$ cat src/sv/fbrd_pkg.sv
// shared types and constants for the byte-run line decoder
package fbrd_pkg;

  // configuration register indexes
  localparam logic REG_LINE_WIDTH = 1'b0;
  localparam logic REG_LINE_TOTAL = 1'b1;

  // configuration reset values
  localparam logic [15:0] LINE_WIDTH_RST = 16'd320;
  localparam logic [15:0] LINE_TOTAL_RST = 16'd200;

  // default depth of the command queue between parser and expander
  localparam int QUEUE_DEPTH_DEF = 4;

  // parser phases
  typedef enum logic [1:0] {
    PH_HEADER  = 2'd0,
    PH_COUNT   = 2'd1,
    PH_RUNVAL  = 2'd2,
    PH_LITERAL = 2'd3
  } phase_t;

  // one expansion command: repeat value len times, with line/frame flags
  typedef struct packed {
    logic [7:0] value;
    logic [6:0] len;
    logic       eol;
    logic       eof;
    logic       ovr;
  } fbrd_cmd_t;

endpackage

$ cat src/sv/fbrd_front.sv
// stream parser: consumes code bytes, tracks line state, issues pixel commands
module fbrd_front (
  input  logic                clk,
  input  logic                rst_n,
  input  logic                in_valid,
  output logic                in_ready,
  input  logic [7:0]          in_code_byte,
  input  logic [15:0]         line_width,
  input  logic [15:0]         line_total,
  input  logic                q_full,
  output logic                cmd_push,
  output fbrd_pkg::fbrd_cmd_t cmd
);
  import fbrd_pkg::*;

  phase_t      phase_r, phase_nxt;
  logic [15:0] pix_left_r, pix_left_nxt;
  logic [7:0]  pkt_left_r, pkt_left_nxt;
  logic [6:0]  run_len_r, run_len_nxt;
  logic [15:0] lines_done_r, lines_done_nxt;
  logic        pkt_ovr_r, pkt_ovr_nxt;

  logic        acc;
  logic [15:0] eff_width;
  logic        run_big;
  logic [15:0] run_n;
  logic [15:0] run_left_after;
  logic        run_eol;
  logic [15:0] lines_inc;
  logic        frame_done;
  logic [7:0]  pkt_after;
  logic [7:0]  lit_len;
  logic        lit_has_pix;
  logic        lit_eol;

  assign in_ready = !q_full;
  assign acc      = in_valid && in_ready;

  // shared arithmetic
  assign eff_width      = (line_width == 16'd0) ? 16'd1 : line_width;
  assign run_big        = {9'd0, run_len_r} > pix_left_r;
  assign run_n          = run_big ? pix_left_r : {9'd0, run_len_r};
  assign run_left_after = pix_left_r - run_n;
  assign run_eol        = (run_left_after == 16'd0);
  assign lines_inc      = lines_done_r + 16'd1;
  assign frame_done     = (lines_inc >= line_total);
  assign pkt_after      = (pkt_left_r != 8'd0) ? pkt_left_r - 8'd1 : pkt_left_r;
  assign lit_has_pix    = (pix_left_r != 16'd0);
  assign lit_eol        = (pix_left_r == 16'd1);
  assign lit_len        = 8'd0 - in_code_byte;

  // next phase
  always_comb begin
    phase_nxt = phase_r;
    case (phase_r)
      PH_HEADER: begin
        phase_nxt = PH_COUNT;
      end
      PH_COUNT: begin
        if (in_code_byte == 8'd0) begin
          phase_nxt = PH_COUNT;
        end else if (!in_code_byte[7]) begin
          phase_nxt = PH_RUNVAL;
        end else begin
          phase_nxt = PH_LITERAL;
        end
      end
      PH_RUNVAL: begin
        phase_nxt = run_eol ? PH_HEADER : PH_COUNT;
      end
      PH_LITERAL: begin
        if (pkt_after == 8'd0) begin
          phase_nxt = (lit_has_pix && !lit_eol) ? PH_COUNT : PH_HEADER;
        end
      end
      default: begin
        phase_nxt = PH_HEADER;
      end
    endcase
  end

  // counters and command output
  always_comb begin
    pix_left_nxt   = pix_left_r;
    pkt_left_nxt   = pkt_left_r;
    run_len_nxt    = run_len_r;
    lines_done_nxt = lines_done_r;
    pkt_ovr_nxt    = pkt_ovr_r;
    cmd_push       = 1'b0;
    cmd.value      = in_code_byte;
    cmd.len        = 7'd1;
    cmd.eol        = 1'b0;
    cmd.eof        = 1'b0;
    cmd.ovr        = 1'b0;
    case (phase_r)
      PH_HEADER: begin
        pix_left_nxt = eff_width;
      end
      PH_COUNT: begin
        if (in_code_byte != 8'd0) begin
          if (!in_code_byte[7]) begin
            run_len_nxt = in_code_byte[6:0];
          end else begin
            pkt_left_nxt = lit_len;
            pkt_ovr_nxt  = {8'd0, lit_len} > pix_left_r;
          end
        end
      end
      PH_RUNVAL: begin
        pix_left_nxt = run_left_after;
        run_len_nxt  = 7'd0;
        cmd_push     = acc && (run_n != 16'd0);
        cmd.len      = run_n[6:0];
        cmd.eol      = run_eol;
        cmd.eof      = run_eol && frame_done;
        cmd.ovr      = run_big;
        if (run_eol) begin
          lines_done_nxt = frame_done ? 16'd0 : lines_inc;
        end
      end
      PH_LITERAL: begin
        if (lit_has_pix) begin
          pix_left_nxt = pix_left_r - 16'd1;
          cmd_push     = acc;
          cmd.eol      = lit_eol;
          cmd.eof      = lit_eol && frame_done;
          cmd.ovr      = pkt_ovr_r;
          if (lit_eol) begin
            lines_done_nxt = frame_done ? 16'd0 : lines_inc;
          end
        end
        pkt_left_nxt = pkt_after;
        if (pkt_after == 8'd0) begin
          pkt_ovr_nxt = 1'b0;
        end
      end
      default: begin
        pix_left_nxt = pix_left_r;
      end
    endcase
  end

  // state registers, advanced on each accepted item
  always_ff @(posedge clk) begin
    if (!rst_n) begin
      phase_r      <= PH_HEADER;
      pix_left_r   <= LINE_WIDTH_RST;
      pkt_left_r   <= 8'd0;
      run_len_r    <= 7'd0;
      lines_done_r <= 16'd0;
      pkt_ovr_r    <= 1'b0;
    end else if (acc) begin
      phase_r      <= phase_nxt;
      pix_left_r   <= pix_left_nxt;
      pkt_left_r   <= pkt_left_nxt;
      run_len_r    <= run_len_nxt;
      lines_done_r <= lines_done_nxt;
      pkt_ovr_r    <= pkt_ovr_nxt;
    end
  end

endmodule

$ cat src/sv/fbrd_queue.sv
// small command fifo between parser and expander
module fbrd_queue #(
  parameter int DEPTH = fbrd_pkg::QUEUE_DEPTH_DEF
) (
  input  logic                clk,
  input  logic                rst_n,
  input  logic                push,
  input  fbrd_pkg::fbrd_cmd_t push_cmd,
  input  logic                pop,
  output fbrd_pkg::fbrd_cmd_t head_cmd,
  output logic                empty,
  output logic                full
);
  import fbrd_pkg::*;

  localparam int PW = (DEPTH > 1) ? $clog2(DEPTH) : 1;
  localparam int CW = $clog2(DEPTH + 1);

  fbrd_cmd_t         slots_r [DEPTH];
  logic [PW-1:0]     wr_ptr_r, wr_ptr_nxt;
  logic [PW-1:0]     rd_ptr_r, rd_ptr_nxt;
  logic [CW-1:0]     count_r, count_nxt;
  logic              do_push;
  logic              do_pop;

  assign empty    = (count_r == CW'(0));
  assign full     = (count_r == CW'(DEPTH));
  assign do_push  = push && !full;
  assign do_pop   = pop && !empty;
  assign head_cmd = slots_r[rd_ptr_r];

  // pointer and fill count update, wrapping at depth
  always_comb begin
    wr_ptr_nxt = wr_ptr_r;
    rd_ptr_nxt = rd_ptr_r;
    count_nxt  = count_r;
    if (do_push) begin
      wr_ptr_nxt = (wr_ptr_r == PW'(DEPTH - 1)) ? PW'(0) : wr_ptr_r + PW'(1);
    end
    if (do_pop) begin
      rd_ptr_nxt = (rd_ptr_r == PW'(DEPTH - 1)) ? PW'(0) : rd_ptr_r + PW'(1);
    end
    if (do_push && !do_pop) begin
      count_nxt = count_r + CW'(1);
    end else if (do_pop && !do_push) begin
      count_nxt = count_r - CW'(1);
    end
  end

  always_ff @(posedge clk) begin
    if (!rst_n) begin
      wr_ptr_r <= '0;
      rd_ptr_r <= '0;
      count_r  <= '0;
    end else begin
      wr_ptr_r <= wr_ptr_nxt;
      rd_ptr_r <= rd_ptr_nxt;
      count_r  <= count_nxt;
    end
  end

  // storage
  always_ff @(posedge clk) begin
    if (do_push) begin
      slots_r[wr_ptr_r] <= push_cmd;
    end
  end

endmodule

$ cat src/sv/fbrd_back.sv
// run expander: turns commands into results of up to two pixels
module fbrd_back (
  input  logic                clk,
  input  logic                rst_n,
  input  logic                q_empty,
  input  fbrd_pkg::fbrd_cmd_t head_cmd,
  output logic                q_pop,
  output logic                out_valid,
  input  logic                out_ready,
  output logic [7:0]          out_pixel_first,
  output logic [7:0]          out_pixel_second,
  output logic [1:0]          out_pixel_count,
  output logic                out_last_of_run,
  output logic                out_end_of_line,
  output logic                out_end_of_frame,
  output logic                out_overrun
);
  import fbrd_pkg::*;

  logic       active_r, active_nxt;
  fbrd_cmd_t  cur_r, cur_nxt;
  logic [6:0] left_r, left_nxt;

  logic       out_valid_r, out_valid_nxt;
  logic [7:0] first_r, second_r;
  logic [1:0] count_r;
  logic       last_r, eol_r, eof_r, ovr_r;

  logic       can_load;
  logic       emit;
  logic       two;
  logic       last;

  assign can_load = !out_valid_r || out_ready;
  assign emit     = active_r && can_load;
  assign two      = (left_r >= 7'd2);
  assign last     = (left_r <= 7'd2);
  assign q_pop    = !q_empty && (!active_r || (emit && last));

  // command tracking
  always_comb begin
    active_nxt = active_r;
    cur_nxt    = cur_r;
    left_nxt   = left_r;
    if (emit) begin
      left_nxt = two ? left_r - 7'd2 : left_r - 7'd1;
      if (last) begin
        active_nxt = 1'b0;
      end
    end
    if (q_pop) begin
      active_nxt = 1'b1;
      cur_nxt    = head_cmd;
      left_nxt   = head_cmd.len;
    end
    out_valid_nxt = emit ? 1'b1 : (out_ready ? 1'b0 : out_valid_r);
  end

  always_ff @(posedge clk) begin
    if (!rst_n) begin
      active_r    <= 1'b0;
      left_r      <= 7'd0;
      out_valid_r <= 1'b0;
    end else begin
      active_r    <= active_nxt;
      left_r      <= left_nxt;
      out_valid_r <= out_valid_nxt;
    end
  end

  // command payload and output register
  always_ff @(posedge clk) begin
    cur_r <= cur_nxt;
    if (emit) begin
      first_r  <= cur_r.value;
      second_r <= two ? cur_r.value : 8'd0;
      count_r  <= two ? 2'd2 : 2'd1;
      last_r   <= last;
      eol_r    <= last && cur_r.eol;
      eof_r    <= last && cur_r.eof;
      ovr_r    <= cur_r.ovr;
    end
  end

  assign out_valid        = out_valid_r;
  assign out_pixel_first  = first_r;
  assign out_pixel_second = second_r;
  assign out_pixel_count  = count_r;
  assign out_last_of_run  = last_r;
  assign out_end_of_line  = eol_r;
  assign out_end_of_frame = eof_r;
  assign out_overrun      = ovr_r;

endmodule

$ cat src/sv/fli_byte_run_decoder.sv
// top level of the byte-run line decoder with its configuration registers
//
// The decoder takes one compressed code byte per cycle whenever its command
// queue (QUEUE_DEPTH entries) has room. Header, count and skipped bytes give
// no result, nor do literal bytes past the end of the line. A run byte of
// length n, clamped to the pixels left in the line, becomes one queued
// command that the expander plays out as ceil(n/2) results, one per cycle
// while the receiver is ready, two pixels each except possibly the last; a
// literal byte inside the line gives one single-pixel result. Sustained
// input rate is therefore one byte per cycle until the expander falls
// behind on long runs, after which the queue fills and input waits for room.
// Registers: line_width at address 0, line_total at address 4, both 16 bits;
// a line_width change takes effect at the next line header.
module fli_byte_run_decoder #(
  parameter int QUEUE_DEPTH = fbrd_pkg::QUEUE_DEPTH_DEF
) (
  input  logic        clk,
  input  logic        rst_n,
  // input channel
  input  logic        in_valid,
  output logic        in_ready,
  input  logic [7:0]  in_code_byte,
  // result channel
  output logic        out_valid,
  input  logic        out_ready,
  output logic [7:0]  out_pixel_first,
  output logic [7:0]  out_pixel_second,
  output logic [1:0]  out_pixel_count,
  output logic        out_last_of_run,
  output logic        out_end_of_line,
  output logic        out_end_of_frame,
  output logic        out_overrun,
  // configuration port
  input  logic        psel,
  input  logic        penable,
  input  logic        pwrite,
  input  logic [2:0]  paddr,
  input  logic [31:0] pwdata,
  output logic [31:0] prdata,
  output logic        pready
);
  import fbrd_pkg::*;

  logic [15:0] line_width_r;
  logic [15:0] line_total_r;
  logic        cfg_wr;

  logic        q_full;
  logic        q_empty;
  logic        q_push;
  logic        q_pop;
  fbrd_cmd_t   push_cmd;
  fbrd_cmd_t   head_cmd;

  // configuration registers
  assign pready = 1'b1;
  assign cfg_wr = psel && penable && pwrite;

  always_ff @(posedge clk) begin
    if (!rst_n) begin
      line_width_r <= LINE_WIDTH_RST;
      line_total_r <= LINE_TOTAL_RST;
    end else if (cfg_wr) begin
      case (paddr[2])
        REG_LINE_WIDTH: line_width_r <= pwdata[15:0];
        REG_LINE_TOTAL: line_total_r <= pwdata[15:0];
        default: begin
          line_width_r <= line_width_r;
        end
      endcase
    end
  end

  // register readback
  always_comb begin
    case (paddr[2])
      REG_LINE_WIDTH: prdata = {16'd0, line_width_r};
      REG_LINE_TOTAL: prdata = {16'd0, line_total_r};
      default:        prdata = 32'd0;
    endcase
  end

  // parser
  fbrd_front u_front (
    .clk          (clk),
    .rst_n        (rst_n),
    .in_valid     (in_valid),
    .in_ready     (in_ready),
    .in_code_byte (in_code_byte),
    .line_width   (line_width_r),
    .line_total   (line_total_r),
    .q_full       (q_full),
    .cmd_push     (q_push),
    .cmd          (push_cmd)
  );

  // command queue
  fbrd_queue #(
    .DEPTH (QUEUE_DEPTH)
  ) u_queue (
    .clk      (clk),
    .rst_n    (rst_n),
    .push     (q_push),
    .push_cmd (push_cmd),
    .pop      (q_pop),
    .head_cmd (head_cmd),
    .empty    (q_empty),
    .full     (q_full)
  );

  // expander
  fbrd_back u_back (
    .clk              (clk),
    .rst_n            (rst_n),
    .q_empty          (q_empty),
    .head_cmd         (head_cmd),
    .q_pop            (q_pop),
    .out_valid        (out_valid),
    .out_ready        (out_ready),
    .out_pixel_first  (out_pixel_first),
    .out_pixel_second (out_pixel_second),
    .out_pixel_count  (out_pixel_count),
    .out_last_of_run  (out_last_of_run),
    .out_end_of_line  (out_end_of_line),
    .out_end_of_frame (out_end_of_frame),
    .out_overrun      (out_overrun)
  );

  // checks
  a_no_push_when_full: assert property (@(posedge clk) disable iff (!rst_n)
    q_push |-> !q_full)
    else $error("command pushed into a full queue");

  a_pixel_count_legal: assert property (@(posedge clk) disable iff (!rst_n)
    out_valid |-> (out_pixel_count == 2'd1 || out_pixel_count == 2'd2))
    else $error("result pixel count out of range");

  a_single_second_zero: assert property (@(posedge clk) disable iff (!rst_n)
    (out_valid && out_pixel_count == 2'd1) |-> (out_pixel_second == 8'd0))
    else $error("second pixel not cleared on single-pixel result");

  a_eof_implies_eol: assert property (@(posedge clk) disable iff (!rst_n)
    (out_valid && out_end_of_frame) |-> (out_end_of_line && out_last_of_run))
    else $error("frame end without line end on last result");

endmodule

$ cat config.mk
export PLATFORM = sky130hd
export DESIGN_NAME = fli_byte_run_decoder
export DESIGN_NICKNAME = d
export VERILOG_FILES = /design/src/sv/fbrd_pkg.sv /design/src/sv/fbrd_front.sv /design/src/sv/fbrd_queue.sv /design/src/sv/fbrd_back.sv /design/src/sv/fli_byte_run_decoder.sv
export SDC_FILE = /design/constraint.sdc
export NUM_CORES = 1
export LEC_CHECK = 0
export BUFFER_PORTS_ARGS = -buffer_cell sky130_fd_sc_hd__buf_2
export CAP_MARGIN = 20
export CORE_MARGIN = 3
export CORE_UTILIZATION = 25
export CTS_CLUSTER_DIAMETER = 30
export DETAILED_ROUTE_END_ITERATION = 8
export PLACE_DENSITY = 0.45
export SETUP_SLACK_MARGIN = 0.3
export SLEW_MARGIN = 20
export SYNTH_ARGS = -nofsm -noshare
export SYNTH_HDL_FRONTEND = slang
export SYNTH_SLANG_ARGS = --single-unit
$ cat constraint.sdc
create_clock -name clk -period 8.3 [get_ports clk]
set_input_delay 1.66 -clock clk [delete_from_list [all_inputs] [get_ports clk]]
set_output_delay 1.66 -clock clk [all_outputs]
set_load 0.01 [all_outputs]
==> flow_summary.json, run 1 <==
{
  "maxSlewHeadroom": 0.3574,
  "fmaxAchievable_mhz": 178.6,
  "synth_top_cells_by_area": "edfxtp_1, dfxtp_1, ha_1",
  "cts-root-buf": "clkbuf_16",
  "final_hold_viol_count": 0,
  "final_antenna_net_count": 0,
  "final-seq-area_mm2": 0.005155,
  "floorplan.initialDensity": 0.2546,
  "htree_num_levels": 2,
  "fp.dieArea_mm2": 0.04673,
  "synth-edff-count": 105,
  "skew_ns": 0.03752,
  "postCtsResizedCells": 0,
  "vias": 8490,
  "final_layout_size_suffix_gt1_frac": 0.1854,
  "synth.ff_latch_count": 205,
  "synth_cells": 1119,
  "seqPwrFrac": 0.295,
  "holdBufCountCts": 0,
  "yosys.area.top_type_share": 0.2856,
  "route.detailed.vias_per_inst": 4.637,
  "mostFrequentLayoutCell": "nand2_1",
  "multi_input_area_mm2": 0.005403,
  "io_pins": 107,
  "place.port_buffers": 71,
  "worst_ir_drop_vdd_mv": 0.1620,
  "routed_wire_length_per_instance_um": 15.85,
  "outcome": "completed",
  "numCtsBuffers": 54,
  "netlist_area_mm2": 0.01104,
  "rows": 76,
  "number_of_inserted_diodes": 0,
  "power_switching_w": 0.001239,
  "drt_wl_total_um": 29010,
  "die_width_um": 216.2,
  "setup_viol": 0,
  "worstSkewPairLatency_ns": 0.57,
  "postCtsSetupRepairBufs": 0,
  "power.share.combinational": 0.190,
  "numClockSinks": 205,
  "detailed_place_hpwl_um": 20340,
  "worst_ep_arrival_time_ns": 6.06,
  "area_growth_from_synthesis_to_layout_pct": 26.66,
  "postLayoutCoreUtil": 0.3225,
  "yosys.area.top_type": "edfxtp_1",
  "drt-initial-drc-count": 438,
  "drv_cap": 0,
  "detailed_routing_iterations_pass_1": 4,
  "total_of_fill_cells_in_the_finished_design": 4482,
  "internal_power_w": 0.003253,
  "layout_common_cells": "nand2_1, nor2_1, edfxtp_1, dfxtp_1, a21oi_1",
  "ys_async_sr_fraction": 0,
  "p_leak_nw": 5.208,
  "synth.avg_cell_area_um2": 9.868,
  "number_of_antenna_violations_at_the_first_check_in_global_routing": 0,
  "grt_pass1_wl_um": 46420,
  "placeableCoreArea_mm2": 0.04336,
  "fin_crit_ns": 5.598,
  "grt_overflow_total": 0,
  "worstMarginPinSlew_ns": 0.9639,
  "grt_setup_unrepaired": "no",
  "cts_tree": "yes",
  "gp_congestion": 0.7738,
  "critical_path.endpoint_type": "flop",
  "fin_crit_sh": 0.6745,
  "first_global_vias": 8409,
  "proportion_of_power_drawn_by_the_clock_network": 0.515,
  "clk_pin_slew_worst_paths_ns": 0.04,
  "yosysSeqAreaShare": 0.4669,
  "critical_path.max_fanout": 17,
  "final-max-slew-violation-count": 0,
  "drc_errors": 0,
  "synthDistinctLibCells": 74,
  "power.density_mw_per_mm2": 321.2,
  "num-nets-final": 1307,
  "yosysWarnings": 0,
  "worstSetupStartpointType": "flop",
  "critical_path_class": "flop to flop",
  "hp-class": "flop to flop",
  "finalSetupTns_ns": 0,
  "floorplan.die.height_um": 216.2,
  "critical_path_required_ns": 8.76,
  "clock_path_buffers": 3,
  "grtUsageTotal": 0.1237,
  "dominantRegCellSynth": "edfxtp_1",
  "power.switching_fraction": 0.2758,
  "maximum_number_of_pins_on_one_net_before_global_route_repair": 74
}
-- routing by layer --
layer  GRT usage  routed length (µm)  up-vias
met5           0                   0        -
met4     0.04137                 545        0
met3     0.02804                1477       41
met2      0.2009               13600      195
met1      0.1632               13390     4014
li1            -                   -     4240
-- final timing paths --
check	from	end	slack, ns	depth (start not counted)
max	u_front.pix_left_r[8]	u_front.lines_done_r[7]	2.70	16
min	u_back.cur_r[0]	u_back.out_overrun	0.43	0
max reg2reg	u_front.pix_left_r[8]	u_front.lines_done_r[7]	2.70	16
min reg2reg	u_back.cur_r[0]	u_back.out_overrun	0.43	0
-- state kept, by name (all words and copies together) (netlist names), 2 cells and up, named ones only --
register / cells
u_queue.rd_ptr_r: 2
u_front.run_len_r: 7
u_back.left_r: 7
u_back.out_pixel_first: 8
u_queue.wr_ptr_r: 2
u_front.phase_r: 2
u_queue.count_r: 3
u_back.cur_r: 11
u_back.out_pixel_second: 8
line_width_r: 16
u_front.lines_done_r: 16
line_total_r: 16
u_back.out_pixel_count: 2
u_front.pix_left_r: 16
u_front.pkt_left_r: 8
u_queue.slots_r: 72
-- logic make-up after synthesis --
logic type | after synthesis | share of synthesized area
multiplexers | 47 | 0.06504
XOR/XNOR | 41 | 0.03252
adder cells (fa/ha/maj) | 56 | 0.06482
other | 2 | 0.0006801
flip-flops | 205 | 0.4669
AO/OA/AOI/OAI | 253 | 0.1498
AND/OR/NAND/NOR | 392 | 0.1709
buffers and inverters | 123 | 0.04940
-- stage by stage --
step	hold slack, ns	total power, W	std cells	setup WS (ns)	cell area, µm²
after detailed placement	0.4161	0.002210	1730	2.689	11920
after floorplan	0.4003	0.001955	1134	3.770	11100
after CTS	0.4262	0.004564	1831	2.697	13980
after global routing	0.4441	0.004733	1831	2.194	13990
after global placement	0.4085	0.002201	1729	2.729	11910
final	0.4262	0.004492	1831	2.702	13990
-- final cells by class --
cell class / instances / share of cell area
sequential: 205 / 0.3686
clock inverter: 34 / 0.04017
clock buffer: 67 / 0.1074
timing repair buffer: 82 / 0.03131
tap: 585 / 0.05233
inverter: 52 / 0.01396
multi-input combinational: 806 / 0.3863
-- critical path, cell delays in order (launching register included) --
cell	delay, ns
dfxtp_1	0.46
nor4_2	0.51
nand3b_1	0.27
o21bai_1	0.23
a311o_1	0.49
nand2_1	0.15
o21ai_0	0.12
ha_1	0.26
fa_1	0.40
nand2b_1	0.20
a21oi_2	0.32
o21ai_0	0.16
xor2_1	0.16
o31ai_1	0.55
a31oi_4	0.43
or2_1	0.51
o41ai_2	0.27
-- cell usage after synthesis (7+ instances only) --
master / count
xor2_1: 18
nand3_1: 32
a211o_1: 7
buf_4: 17
nand2_1: 118
and2_1: 20
a21oi_1: 86
nor2_1: 105
clkbuf_1: 38
mux2i_1: 11
xnor2_1: 23
dfxtp_1: 100
nor2b_1: 12
nor3_1: 26
mux4_2: 18
o211ai_1: 23
o21ai_0: 54
nor4_1: 18
nand2b_1: 14
edfxtp_1: 105
mux2_2: 18
buf_1: 10
a211oi_1: 12
nand4_1: 11
a21o_1: 12
o31ai_1: 10
inv_1: 50
ha_1: 54
-- power groups by stage --
stage | Clock (W) | Combinational (W) | Sequential (W)
after CTS | 0.00237 | 0.000867 | 0.00133
after global placement | 0 | 0.000855 | 0.00135
after detailed placement | 0 | 0.000863 | 0.00135
after floorplan | 0 | 0.000617 | 0.00134
after global routing | 0.00243 | 0.000959 | 0.00134
final | 0.00231 | 0.000852 | 0.00133
Power figures use the tool's default switching activity.
==> run 2, diff against run 1 <==
--- a/config.mk
+++ b/config.mk
@@ -11,7 +11,7 @@
 export CORE_UTILIZATION = 25
 export CTS_CLUSTER_DIAMETER = 30
 export DETAILED_ROUTE_END_ITERATION = 8
-export PLACE_DENSITY = 0.45
+export PLACE_DENSITY = 0.47
 export SETUP_SLACK_MARGIN = 0.3
 export SLEW_MARGIN = 20
 export SYNTH_ARGS = -nofsm -noshare
==> constraint.sdc (replaced) <==
create_clock -name clk -period 4.62 [get_ports clk]
set_input_delay 0.924 -clock clk [delete_from_list [all_inputs] [get_ports clk]]
set_output_delay 0.924 -clock clk [all_outputs]
set_load 0.01 [all_outputs]
==> run 2 against run 1 <==
Compared with the run above:
- global-route usage rose by 0.52 points
- non-clock buffer count grew 59
- die area did not move
- worst hold slack got worse by 0.011 ns
- sequential share of layout area down 1.5 points
- sequential power increased by 79%
- largest power group unchanged
==> flow_summary.json, run 2 (synthesis results as in run 1) <==
{
  "fin_crit_ns": 4.180,
  "fmaxAchievable_mhz": 239.2,
  "numClockSinks": 205,
  "critical_path.endpoint_type": "flop",
  "detailed_routing_iterations_pass_1": 5,
  "regToRegEndpoint": "u_front.lines_done_r[15]",
  "drt-initial-drc-count": 481,
  "cts-root-buf": "clkbuf_16",
  "cts_tree": "yes",
  "fin_total_pwr_w": 0.008019,
  "critical_path.max_fanout": 8,
  "final_hold_viol_count": 0,
  "vias": 8810,
  "proportion_of_power_drawn_by_the_clock_network": 0.491,
  "area_growth_from_synthesis_to_layout_pct": 32.25,
  "worstSkewPairLatency_ns": 0.58,
  "power.share.combinational": 0.213,
  "power.density_mw_per_mm2": 549.1,
  "worstHoldStart": "u_back.cur_r[0]",
  "final-max-slew-violation-count": 0,
  "worst_ep_arrival_time_ns": 4.68,
  "outcome": "completed",
  "internal_power_w": 0.005751,
  "worstMarginPinSlew_ns": 1.007,
  "critical_path.cell_chain": "ha_4, nor2b_1, o21a_1, o21ai_1, a311o_1, buf_4, o21ai_2, ha_2, fa_2, nand2b_4, a21oi_4, mux2_2, a21boi_2, and4_4, a31oi_4, clkbuf_16, mux2_2, nor2_1",
  "setup_viol": 0,
  "timing.critical_path.slowest_stage_cell": "dfxtp_2",
  "finalSetupTns_ns": 0,
  "critPathMaxStageDelay_ns": 0.41,
  "layout_common_cells": "nand2_1, edfxtp_1, nor2_1, dfxtp_1, a21oi_1",
  "clock_path_buffers": 3,
  "largest_register": "u_queue.slots_r",
  "die_width_um": 216.2,
  "critical_path_class": "flop to flop",
  "path_delay_family": "compound AO/OA/AOI/OAI gates",
  "worstHoldEndpoint": "u_back.out_overrun",
  "maximum_number_of_pins_on_one_net_before_global_route_repair": 40,
  "gp_congestion": 0.8549,
  "power.switching_fraction": 0.2828,
  "detailed_place_hpwl_um": 21050,
  "drv_cap": 0,
  "grtUsageTotal": 0.1289,
  "worst_ir_drop_vdd_mv": 0.4073,
  "number_of_antenna_violations_at_the_first_check_in_global_routing": 0,
  "holdPathStages": 0,
  "fp.dieArea_mm2": 0.04673,
  "number_of_inserted_diodes": 0,
  "grt_pass1_wl_um": 48620,
  "maxSlewHeadroom": 0.3278,
  "worst-r2r-setup-slack_ns": 0.44,
  "postLayoutCoreUtil": 0.3368,
  "hp-class": "flop to flop",
  "skew_ns": 0.04536,
  "seqPwrFrac": 0.296,
  "routed_wire_length_per_instance_um": 16.17,
  "io_pins": 107,
  "drc_errors": 0,
  "place_ws_ns": 0.1249,
  "num-nets-final": 1365,
  "rows": 76,
  "power_switching_w": 0.002268,
  "final_antenna_net_count": 0,
  "htree_num_levels": 2,
  "floorplan.die.height_um": 216.2,
  "critical_path.most_common_cell": "mux2_2",
  "drt_wl_total_um": 30520,
  "grt_overflow_total": 0,
  "route.detailed.vias_per_inst": 4.666,
  "place.port_buffers": 71,
  "worstSetupStartpointType": "flop",
  "placement.cell_area_mm2": 0.01231,
  "count_of_buffer_and_inverter_cells_on_the_critical_path": 2,
  "p_leak_nw": 5.524,
  "first_global_vias": 8876,
  "final_layout_size_suffix_gt1_frac": 0.2487,
  "grt_setup_unrepaired": "yes",
  "worst_r2r_path_depth": 18,
  "final.setup.worst_slack_ns": 0.4399,
  "holdBufCountCts": 0,
  "mostFrequentLayoutCell": "nand2_1",
  "critical_path_required_ns": 5.12,
  "largest_reg_flops": 72,
  "floorplan.initialDensity": 0.2546,
  "clk_pin_slew_worst_paths_ns": 0.05,
  "critical_path.reg2reg.startpoint": "u_front.run_len_r[1]",
  "finished_cell_area_mm2": 0.01460,
  "placeableCoreArea_mm2": 0.04336,
  "numCtsBuffers": 53,
  "fin_crit_sh": 0.9048
}
## run 2: changes by cell type in the layout (fill, tap and decap cells not counted), sizes merged
cell	previous run	this run
buf	82	140
inv	52	53
clkbuf	67	70
clkinv	18	17
bufinv	13	10
clkinvlp	3	2
## run 2: worst max-delay path by stage
stage | depth (start not counted) | slack [ns] | to | startpoint
final | 18 | 0.44 | u_front.lines_done_r[15] | u_front.run_len_r[1]
after global routing | 21 | 0.27 | u_front.lines_done_r[8] | u_front.pix_left_r[5]
after CTS | 21 | 0.30 | u_front.lines_done_r[8] | u_front.pix_left_r[5]
after detailed placement | 20 | 0.12 | u_front.lines_done_r[8] | u_front.pix_left_r[5]
after global placement | 20 | 0.14 | u_front.lines_done_r[11] | u_front.pix_left_r[5]
after floorplan | 19 | 0.34 | u_front.lines_done_r[15] | u_front.pix_left_r[5]
## run 2: timing repair
item,in CTS,in global routing
cloned,0,1
buffers inserted,2,8
setup endpoints to repair,23,25
pin swaps,2,8
gates resized for setup,13,43
## run 2: final cells by class
cell class | instances | area (µm²)
clock buffer | 69 | 1496
clock inverter | 30 | 446.7
fill | 4491 | 28760
inverter | 52 | 195.2
multi-input combinational | 806 | 5639
sequential | 205 | 5162
tap | 585 | 732.0
timing repair buffer | 141 | 930.9
## run 2: per-layer routing
layer,wire (µm),vias to the layer above,GRT usage
li1,-,4358,-
met1,14090,4171,0.1708
met2,13980,222,0.2073
met3,1556,59,0.02706
met4,891,0,0.04859
met5,0,-,0
## run 2: power by group through the flow
stage | Clock, W | Combinational, W | Sequential [W]
2_1_floorplan | 0 | 0.00111 | 0.00240
3_3_place_gp | 0 | 0.00161 | 0.00241
3_5_place_dp | 0 | 0.00161 | 0.00241
4_1_cts | 0.00401 | 0.00165 | 0.00238
5_1_grt | 0.00411 | 0.00191 | 0.00241
6_report | 0.00394 | 0.00171 | 0.00238
## run 2: stage by stage
stage	cells	hold WS [ns]
final	1888	0.4152
after floorplan	1134	0.4003
after global placement	1777	0.4254
after global routing	1888	0.4344
after CTS	1879	0.4256
after detailed placement	1778	0.4305
